## src/rtl/vbtd_pkg.sv

```systemverilog
// Types, opcode patterns and helpers of the veneer branch target decoder.
// No dependencies; used by vbtd_decode, the core and its checker.
package vbtd_pkg;

   localparam int AddrW = 64;
   localparam int WordW = 32;
   localparam int SumW  = AddrW + 2;

   localparam logic [1:0] ISA_A64   = 2'd0;
   localparam logic [1:0] ISA_ARM   = 2'd1;
   localparam logic [1:0] ISA_X64   = 2'd2;
   localparam logic [1:0] ISA_NONE  = 2'd3;

   localparam logic [1:0] KIND_NONE   = 2'd0;
   localparam logic [1:0] KIND_TARGET = 2'd1;
   localparam logic [1:0] KIND_SLOT   = 2'd2;

   localparam logic CSR_ISA_MODE = 1'b0;
   localparam logic CSR_HIGHEST  = 1'b1;

   localparam logic [WordW-1:0] A64_B_MASK    = 32'hfc00_0000;
   localparam logic [WordW-1:0] A64_B_CODE    = 32'h1400_0000;
   localparam logic [WordW-1:0] A64_ADRP_MASK = 32'h9f00_0000;
   localparam logic [WordW-1:0] A64_ADRP_CODE = 32'h9000_0000;
   localparam logic [WordW-1:0] A64_LDR_MASK  = 32'hffc0_0000;
   localparam logic [WordW-1:0] A64_LDR_CODE  = 32'hf940_0000;
   localparam logic [WordW-1:0] A64_ADD_MASK  = 32'hff80_0000;
   localparam logic [WordW-1:0] A64_ADD_CODE  = 32'h9100_0000;
   localparam logic [WordW-1:0] A64_BR_MASK   = 32'hffff_fc1f;
   localparam logic [WordW-1:0] A64_BR_CODE   = 32'hd61f_0000;
   localparam logic [WordW-1:0] A64_LIT_MASK  = 32'hff00_0000;
   localparam logic [WordW-1:0] A64_LIT_CODE  = 32'h5800_0000;
   localparam logic [3:0]       ARM_B_CODE    = 4'ha;
   localparam logic [4:0]       THB_B16_CODE  = 5'b11100;
   localparam logic [4:0]       THB_BW_CODE   = 5'b11110;
   localparam logic [7:0]       X64_JMP_REL   = 8'he9;
   localparam logic [15:0]      X64_JMP_IND   = 16'h25ff;

   typedef struct packed {
      logic [1:0]       isa_mode;
      logic [AddrW-1:0] highest;
   } cfg_type;

   typedef struct packed {
      logic [1:0]       kind;
      logic [AddrW-1:0] addr;
   } res_type;

   // exact sum check: a negative offset may not go below zero,
   // a positive one may not pass the highest valid address
   function automatic logic off_ok(input logic [SumW-1:0] sum, input logic neg,
                                   input logic [AddrW-1:0] lim);
      logic ok;
      if (neg) begin
         ok = !sum[SumW-1];
      end else begin
         ok = !sum[SumW-1] && (sum[SumW-2:0] <= {1'b0, lim});
      end
      return ok;
   endfunction

endpackage

```

## src/rtl/vbtd_decode.sv

```systemverilog
// Combinational veneer pattern match and target arithmetic for one request.
// Depends on vbtd_pkg.
module vbtd_decode (
   input  logic [vbtd_pkg::AddrW-1:0] cur,
   input  logic [vbtd_pkg::WordW-1:0] w0,
   input  logic [vbtd_pkg::WordW-1:0] w1,
   input  logic [vbtd_pkg::WordW-1:0] w2,
   input  vbtd_pkg::cfg_type          cfg,
   output vbtd_pkg::res_type          res
);
   import vbtd_pkg::*;

   logic [SumW-1:0] cur_x;
   logic [AddrW-1:0] lim;

   logic            b_hit;
   logic [SumW-1:0] b_off, b_sum;
   logic            adrp_hit, br2, ldr_hit, add_hit;
   logic [4:0]      rn;
   logic [20:0]     imm21;
   logic [SumW-1:0] page_x, pd_off, page_sum, ldr_o, add_o, adrp_o, adrp_sum;
   logic            adrp_ok;
   logic            lit_hit;
   logic [SumW-1:0] lit_off, lit_sum;

   logic [SumW-1:0] code_x;
   logic            arm_hit;
   logic [SumW-1:0] arm_base, arm_off, arm_sum;
   logic [15:0]     h0, h1;
   logic            t16_hit, t32_hit, sb, i1, i2;
   logic [24:0]     imm25;
   logic [SumW-1:0] thb_base, thb_off, thb_sum;

   logic [SumW-1:0] x_end, e9_sum, ff_sum;
   logic            end_ok, e9_hit, ff_hit;
   logic [31:0]     rel, disp;

   assign cur_x = {2'b00, cur};
   assign lim   = cfg.highest;

   // AArch64
   assign b_hit = (w0 & A64_B_MASK) == A64_B_CODE;
   assign b_off = {{38{w0[25]}}, w0[25:0], 2'b00};
   assign b_sum = cur_x + b_off;

   assign adrp_hit = (w0 & A64_ADRP_MASK) == A64_ADRP_CODE;
   assign rn       = w0[4:0];
   assign imm21    = {w0[23:5], w0[30:29]};
   assign br2      = (w2 & A64_BR_MASK) == A64_BR_CODE;
   assign ldr_hit  = ((w1 & A64_LDR_MASK) == A64_LDR_CODE) && (w1[9:5] == rn)
                     && br2 && (w2[9:5] == w1[4:0]);
   assign add_hit  = ((w1 & A64_ADD_MASK) == A64_ADD_CODE) && (w1[4:0] == rn)
                     && (w1[9:5] == rn) && br2 && (w2[9:5] == rn);
   assign page_x   = {2'b00, cur[63:12], 12'h000};
   assign pd_off   = {{33{imm21[20]}}, imm21, 12'h000};
   assign page_sum = page_x + pd_off;
   assign ldr_o    = {51'd0, w1[21:10], 3'b000};
   assign add_o    = w1[22] ? {42'd0, w1[21:10], 12'h000} : {54'd0, w1[21:10]};
   assign adrp_o   = ldr_hit ? ldr_o : add_o;
   assign adrp_sum = page_x + pd_off + adrp_o;
   assign adrp_ok  = off_ok(page_sum, imm21[20], lim) && off_ok(adrp_sum, 1'b0, lim);

   assign lit_hit = ((w0 & A64_LIT_MASK) == A64_LIT_CODE)
                    && ((w1 & A64_BR_MASK) == A64_BR_CODE) && (w1[9:5] == w0[4:0]);
   assign lit_off = {{45{w0[23]}}, w0[23:5], 2'b00};
   assign lit_sum = cur_x + lit_off;

   // ARM and Thumb
   assign code_x   = {2'b00, cur[63:1], 1'b0};
   assign arm_hit  = w0[27:24] == ARM_B_CODE;
   assign arm_base = code_x + SumW'(8);
   assign arm_off  = {{40{w0[23]}}, w0[23:0], 2'b00};
   assign arm_sum  = arm_base + arm_off;

   assign h0      = w0[15:0];
   assign h1      = w0[31:16];
   assign t16_hit = h0[15:11] == THB_B16_CODE;
   assign t32_hit = (h0[15:11] == THB_BW_CODE) && h1[15] && !h1[14] && h1[12];
   assign sb      = h0[10];
   assign i1      = ~(h1[13] ^ sb);
   assign i2      = ~(h1[11] ^ sb);
   assign imm25   = {sb, i1, i2, h0[9:0], h1[10:0], 1'b0};
   assign thb_base = code_x + SumW'(4);
   assign thb_off  = t16_hit ? {{54{h0[10]}}, h0[10:0], 1'b0} : {{41{sb}}, imm25};
   assign thb_sum  = thb_base + thb_off;

   // x64
   assign x_end  = cur_x + SumW'(6);
   assign end_ok = !x_end[AddrW] && (x_end[AddrW-1:0] <= lim);
   assign e9_hit = w0[7:0] == X64_JMP_REL;
   assign ff_hit = w0[15:0] == X64_JMP_IND;
   assign rel    = {w1[7:0], w0[31:8]};
   assign disp   = {w1[15:0], w0[31:16]};
   assign e9_sum = cur_x + SumW'(5) + {{34{rel[31]}}, rel};
   assign ff_sum = x_end + {{34{disp[31]}}, disp};

   always_comb begin
      res.kind = KIND_NONE;
      res.addr = '0;
      unique case (cfg.isa_mode)
         ISA_A64: begin
            if (b_hit) begin
               if (off_ok(b_sum, w0[25], lim)) begin
                  res.kind = KIND_TARGET;
                  res.addr = b_sum[AddrW-1:0];
               end
            end else if (adrp_hit) begin
               if ((ldr_hit || add_hit) && adrp_ok) begin
                  res.kind = ldr_hit ? KIND_SLOT : KIND_TARGET;
                  res.addr = adrp_sum[AddrW-1:0];
               end
            end else if (lit_hit && off_ok(lit_sum, w0[23], lim)) begin
               res.kind = KIND_SLOT;
               res.addr = lit_sum[AddrW-1:0];
            end
         end
         ISA_ARM: begin
            if (!cur[0]) begin
               if (arm_hit && !arm_base[AddrW] && off_ok(arm_sum, w0[23], lim)) begin
                  res.kind = KIND_TARGET;
                  res.addr = arm_sum[AddrW-1:0];
               end
            end else if ((t16_hit || t32_hit) && !thb_base[AddrW]
                         && off_ok(thb_sum, thb_off[SumW-1], lim)) begin
               res.kind = KIND_TARGET;
               res.addr = {thb_sum[AddrW-1:1], 1'b1};
            end
         end
         ISA_X64: begin
            if (end_ok) begin
               if (e9_hit) begin
                  if (off_ok(e9_sum, rel[31], lim)) begin
                     res.kind = KIND_TARGET;
                     res.addr = e9_sum[AddrW-1:0];
                  end
               end else if (ff_hit && off_ok(ff_sum, disp[31], lim)) begin
                  res.kind = KIND_SLOT;
                  res.addr = ff_sum[AddrW-1:0];
               end
            end
         end
         default: begin
            res.kind = KIND_NONE;
            res.addr = '0;
         end
      endcase
   end

endmodule

```

## src/rtl/veneer_branch_target_decoder_core.sv

```systemverilog
// Veneer branch target decoder: request register, decode, result register.
// Path: an accepted request goes to the request register, then the result register; rsp_stall can hold it in either.
// Throughput: one request per cycle while rsp_stall does not hold the pipeline; one result per request.
// Reset (synchronous): pipeline empties, isa_mode = AArch64, limit = all ones.
// Depends on vbtd_pkg and vbtd_decode.
module veneer_branch_target_decoder_core (
   input  logic                       clock,
   input  logic                       reset,
   input  logic                       req_valid,
   output logic                       req_stall,
   input  logic [vbtd_pkg::AddrW-1:0] req_instruction_address,
   input  logic [vbtd_pkg::WordW-1:0] req_code_word0,
   input  logic [vbtd_pkg::WordW-1:0] req_code_word1,
   input  logic [vbtd_pkg::WordW-1:0] req_code_word2,
   output logic                       rsp_valid,
   input  logic                       rsp_stall,
   output logic [1:0]                 rsp_result_kind,
   output logic [vbtd_pkg::AddrW-1:0] rsp_resolved_address,
   input  logic                       csr_valid,
   output logic                       csr_ready,
   input  logic                       csr_index,
   input  logic [vbtd_pkg::AddrW-1:0] csr_data
);
   import vbtd_pkg::*;

   cfg_type          cfg_ff, cfg_in;
   logic             s1_vld_ff, s1_vld_in;
   logic [AddrW-1:0] s1_addr_ff;
   logic [WordW-1:0] s1_w0_ff, s1_w1_ff, s1_w2_ff;
   logic             out_vld_ff, out_vld_in;
   res_type          out_ff;
   res_type          dec_res;
   logic             out_free, s1_move, req_take;

   assign csr_ready = 1'b1;

   always_comb begin
      cfg_in = cfg_ff;
      if (csr_valid && csr_ready) begin
         unique case (csr_index)
            CSR_ISA_MODE: cfg_in.isa_mode = csr_data[1:0];
            CSR_HIGHEST:  cfg_in.highest  = csr_data;
            default:      cfg_in = cfg_ff;
         endcase
      end
   end

   assign out_free   = !out_vld_ff || !rsp_stall;
   assign s1_move    = s1_vld_ff && out_free;
   assign req_stall  = s1_vld_ff && !out_free;
   assign req_take   = req_valid && !req_stall;
   assign s1_vld_in  = req_take || (s1_vld_ff && !out_free);
   assign out_vld_in = s1_move || (out_vld_ff && rsp_stall);

   vbtd_decode u_decode (
      .cur (s1_addr_ff),
      .w0  (s1_w0_ff),
      .w1  (s1_w1_ff),
      .w2  (s1_w2_ff),
      .cfg (cfg_ff),
      .res (dec_res)
   );

   always_ff @(posedge clock) begin
      if (reset) begin
         cfg_ff.isa_mode <= ISA_A64;
         cfg_ff.highest  <= '1;
         s1_vld_ff       <= 1'b0;
         out_vld_ff      <= 1'b0;
      end else begin
         cfg_ff     <= cfg_in;
         s1_vld_ff  <= s1_vld_in;
         out_vld_ff <= out_vld_in;
      end
   end

   // payload: request register loads on take, result register on move; both hold otherwise
   always_ff @(posedge clock) begin
      if (req_take) begin
         s1_addr_ff <= req_instruction_address;
         s1_w0_ff   <= req_code_word0;
         s1_w1_ff   <= req_code_word1;
         s1_w2_ff   <= req_code_word2;
      end
      if (s1_move) begin
         out_ff <= dec_res;
      end
   end

   assign rsp_valid            = out_vld_ff;
   assign rsp_result_kind      = out_ff.kind;
   assign rsp_resolved_address = out_ff.addr;

endmodule

```

## config.mk

```make
export PLATFORM = sky130hd
export DESIGN_NAME = veneer_branch_target_decoder_core
export DESIGN_NICKNAME = d
export VERILOG_FILES = /design/src/rtl/vbtd_pkg.sv /design/src/rtl/vbtd_decode.sv /design/src/rtl/veneer_branch_target_decoder_core.sv
export SDC_FILE = /design/constraint.sdc
export NUM_CORES = 2
export LEC_CHECK = 0
export BUFFER_PORTS_ARGS = -buffer_cell sky130_fd_sc_hd__buf_4
export CAP_MARGIN = 20
export CORE_ASPECT_RATIO = 0.8
export CORE_MARGIN = 1.5
export CORE_UTILIZATION = 35
export DETAILED_ROUTE_END_ITERATION = 7
export GPL_TIMING_DRIVEN = 0
export MAX_ROUTING_LAYER = met4
export PLACE_DENSITY_LB_ADDON = 0.1
export SYNTH_ARGS = -nofsm -noshare
export SYNTH_HDL_FRONTEND = slang
export SYNTH_SLANG_ARGS = --single-unit
export TNS_END_PERCENT = 10
```

## constraint.sdc

```tcl
create_clock -name clock -period 16.6 [get_ports clock]
set_input_delay 0.83 -clock clock [delete_from_list [all_inputs] [get_ports clock]]
set_output_delay 0.83 -clock clock [all_outputs]
set_load 0.03 [all_outputs]
```

Word level (Yosys, flattened, before mapping)
Index checks and enable logic that the tools add are counted.
W data, S select, Z words.

cells by class
  $add $sub $neg = 12
  order comparisons = 9
  equality and inequality tests = 18
  multiplexer cells = 39
  bitwise operators = 5
  reductions and logical operators = 57

operators by type and width
  operator                 number
  $mux W66                 9
  $le A65 B64 Y1           8
  $add A65 B66 Y66         4
  $mux W65                 4
  $pmux W66 S3             1
  $add A64 B3 Y65 const B  3
  $add A65 B21 Y66         1
  $add A65 B28 Y66         1
  $add A65 B33 Y66         1
  $add A66 B66 Y66         1
  $add A64 B4 Y65 const B  1
  $le A64 B64 Y1           1
  $eq A27 B27 Y1 const B   2
  $mux W24                 2
  $logic_and A1 B1 Y1      33
  $mux W1                  22
  $eq A5 B5 Y1             4
  $eq A16 B14 Y1 const B   1
  $logic_not A1 Y1         16
  $eq A10 B10 Y1 const B   1
  $eq A5 B5 Y1 const B     2
  $eq A9 B9 Y1 const B     1
  $eq A8 B7 Y1 const B     1
  $eq A8 B8 Y1 const B     1
  11 further kinds         19

storage, ports and cells
  bits in registers = 294
  bits of input ports = 230
  output and inout port bits = 69
  logic and storage cells = 150

Depth between registers and ports, before layout
  depth in word-level cells = 14
  mapped depth = 44
  gate-level depth less buffers = 41

Modules after synthesis
Synthesis repeated with hierarchy kept, for this count alone.

second synthesis, totals
  cells, all modules = 7101
  area, all modules = 55225.5 um^2

by module, submodules not included
  module                             times used  cells an instance  area each (um^2)  seq. area each (um^2)
  vbtd_decode                        1           6633               45817.7           0.0
  veneer_branch_target_decoder_core  1           468                9407.8            8147.8

Worst setup path after synthesis
No wires, ideal clock.

  path kind = reg2reg
  from = register s1_addr_ff[3]
  to = register out_ff, in the netlist rsp_resolved_address[38], data pin
  library setup time = 135 ps
  arrival = 8774 ps
  data required time = 16465 ps
  slack = 7690 ps
  cell stages (with the launch flop) = 45
  buffers on the path = 4
  clock period less this slack = 8910 ps
  path through = edfxtp_1 ha_1 and3_1 nand3_1 nor2_1 and3_1 nand2_1 or3_1 clkbuf_1 nor2_1 nand3_1 nor2_2 nand3_1 nor2_1 xor2_1 ha_1 clkbuf_1 nand4_1 [... 9 more ...] a21oi_1 xnor2_1 ha_1 nand2_1 nor2_1 nand3_1 or3_1 nor2_1 nor4bb_1 a21oi_1 o22ai_1 nand2_1 mux2_2 nor2_1 clkbuf_1 clkbuf_1 a21oi_1 nand3_1

RTL lines
  element                 line                                     text
  start, declared         veneer_branch_target_decoder_core.sv:28  logic [AddrW-1:0] s1_addr_ff;
  start signal, assigned  veneer_branch_target_decoder_core.sv:80  s1_addr_ff <= req_instruction_address;
  end signal, assigned    veneer_branch_target_decoder_core.sv:86  out_ff <= dec_res;
  end, declared           veneer_branch_target_decoder_core.sv:31  res_type out_ff;

==> metrics.md <==
| Metric | Value |
|---|---|
| Outcome | finished, violations left |
| Failing checks | DRC |
| Via count | 59,270 |
| Power density over the cells | 71.97 nW/um2 |
| Reg2reg path depth | 46 |
| Fraction of layout cells with a size suffix above 1 | 7.514% |
| Total grt overflow | 0 |
| Setup violations, final | 0 |
| Initial Util | 35.21% |
| DP HPWL | 266.9 mm |
| CTS tree | done |
| Crit path arrival time | 15,850 ps |
| Worst Setup EP | rsp_resolved_address[29] |
| Die area | 157,600 um2 |
| Setup Fix Bufs, Post-CTS | 0 |
| DIE HEIGHT | 355.4 um |
| Final wirelength | 309.7 mm |
| Final Cycle Share | 92.77% |
| Synth unique cells | 113 |
| CTS Sinks | 294 |
| CP endpoint kind | flop |
| Clk slew on worst S/H paths | 70 ps |
| Storage cell area | 8148 um2 |
| Die Wd | 443.5 um |
| Crit path depth | 46 |
| Vias per inst | 6.387 |
| Slew @ Worst Pin | 1278 ps |
| Sequential area share after synthesis | 15.00% |
| Most frequent cells in the layout | ha_1 (1,037), a21oi_1 (684), nand2_1 (579) |
| Port Buffers | 294 |
| Layout area overhead | 12.33% |
| Clock skew | 51.58 ps |
| CP max FO | 12 |
| Clk buf depth | 3 |
| # hold bufs at CTS | 0 |
| Largest net degree at the start of global routing | 36 |
| Switching pwr | 2.218 mW |
| Final Critical Period | 15,400 ps |
| Hold Vio Cnt, Final | 0 |
| GRT Total Usage | 38.83% |
| Switching Share | 50.49% |
| Sequential power share | 21.8% |
| FF-to-FF setup slack | 1200 ps |
| GPL Wtd Cong | 1.049 |
| Inserted Clock Buffers | 34 |
| Most frequent CP cell | nor2_1 |
| Internal power | 2.175 mW |
| Ports | 299 |
| Max-slew headroom | 14.78% |
| Max stage delay on crit path | 950 ps |
| Vias in the first global route | 54,350 |
| Crit path required time | 17,050 ps |
| Skew-Pair Late Insertion Delay | 670 ps |
| Max-slew violations | 0 |
| Commonest non-fill, non-tap cell in the layout | ha_1 |
| CP Buf/Inv Count | 7 |
| First-pass GRT wire length | 418.8 mm |
| Max-cap violation count | 0 |
| Syn Inst Count | 6,842 |
| Synthesized area | 54,340 um2 |
| Post-DRT Antenna Nets | 0 |
| Combinational fraction of design power | 60.2% |
| RSZ-0062 raised after global routing | no |
| Multi-input logic area | 44,280 um2 |
| Critical-path top delay cell | edfxtp_1 |
| Routed wire per std cell | 33.38 um |
| Iteration-0 DRC Markers | 7,851 |
| Synth Register Bits | 294 |
| Post-DP Area | 59,900 um2 |
| Cell row count | 129 |
| Clock power frac | 18.1% |
| Filler cell count | 16,020 |
| Syn Nets | 8,117 |
| Worst path top cell family by delay | simple AND/OR/NAND/NOR gates |
| Syn_area_per_cell | 7.942 um2 |
| RR Endpoint | rsp_resolved_address[29] |
| Ys flop type | edfxtp_1 |
| H-tree Lvls | 2 |
| Max VDD drop | 0.00008795 V |
| Final nets | 8,489 |
| Yosys warning count | 0 |
| Lkg Pwr | 28.00 nW |
| Design Power | 4.393 mW |
| Core area | 154,300 um2 |
| Fin area | 61,030 um2 |
| # resized after CTS | 0 |
| HP Class | in -> reg |
| Ys async rst share | 0% |
| DRC Markers | 14 |
| Reg2reg start | s1_addr_ff[3] |
| Drt first pass iters | 8 |
| CTS root buf | clkbuf_16 |
| EDFF count, synth | 226 |
| CP startpoint | s1_addr_ff[3] |
| Initial antenna violation count | 27 |
| Fmax | 64.93 MHz |
| Setup crit start kind | flop |
| Kind of critical path | reg -> reg |
how the worst min path moves through the flow:
stage,slack [ps],depth (start not counted),startpoint,end
2_1_floorplan,440,1,cfg_ff[12],cfg_ff[12]
6_report,330,1,req_instruction_address[61],s1_addr_ff[61]
4_1_cts,280,1,req_instruction_address[61],s1_addr_ff[61]
3_5_place_dp,450,1,cfg_ff[36],cfg_ff[36]
3_3_place_gp,450,1,cfg_ff[45],cfg_ff[45]
5_1_grt,310,1,req_code_word0[25],s1_w0_ff[25]
kinds of logic (layout without fill, tap and decap cells):
group / count (synthesis) / in the layout / share of synthesized area, %
AOI/OAI and AO/OA: 2223 / 2223 / 27.01
and+or+nand+nor: 2149 / 2149 / 19.92
adders and majority gates: 1045 / 1045 / 24.17
xor gates and xnor gates: 621 / 621 / 10.05
buffers and inverters: 498 / 896 / 3.631
DFF: 294 / 294 / 15.00
muxes: 11 / 11 / 0.2141
other: 1 / 10 / 0.006902
metal layers:
metal / track usage (%) / wire (um) / vias up
met5: - / 0 / -
met4: 13.48 / 12820 / 0
met3: 8.743 / 34020 / 386
met2: 52.32 / 119400 / 3079
met1: 55.73 / 143500 / 29020
li1: - / - / 26790
power groups by stage:
stage,sequential (mW),combinational [mW],clock [mW]
after floorplan,0.914,1.61,0
after global placement,0.987,2.47,0
after detailed placement,0.960,2.52,0
after CTS,0.945,2.54,0.821
after global routing,0.951,2.82,0.839
final,0.956,2.64,0.793
metrics by stage:
step	setup TNS [ps]	util, %	hold slack (ps)	worst slack (ps)	cells
final	0	39.56	334.4	1199	9279
after global routing	0	39.55	311.4	1140	9274
after CTS	0	39.53	276.7	1751	9268
after detailed placement	0	38.82	449.2	1745	9206
after global placement	-3410	38.29	445.2	-559.6	9166
after floorplan	0	-	435.4	7690	6842
cells in the mapped netlist, types with 191 or more instances:
library cell  number  area (um2)
a21o_1           373        2800
xnor2_1          395        3460
clkbuf_1         191       716.9
inv_1            238       893.4
ha_1            1037       12970
edfxtp_1         226        6787
xor2_1           223        1953
o21ai_0          327        1637
a21oi_1          684        3423
nand4_1          266        1664
nor2_1           451        1693
nand2_1          579        2173
flip-flops by register name, indices dropped and copies added, names as in the netlist:
name                  cells
cfg_ff                   66
rsp_resolved_address     64
s1_addr_ff               64
s1_w0_ff                 32
s1_w1_ff                 32
s1_w2_ff                 32
rsp_result_kind           2
rsp_valid                 1
s1_vld_ff                 1
cell type report:
type                    count  share of cell area, %
clock inverters            23                 0.3710
plain buffers             257                  1.751
clock buffers              39                  1.425
multi-input cells        6050                  72.54
inverters                 241                  1.482
flip-flops and latches    294                  13.35
repair buffers            336                  4.883
diodes                      9                0.03690
well taps                2030                  4.161
(Power assumes the default switching activity.)
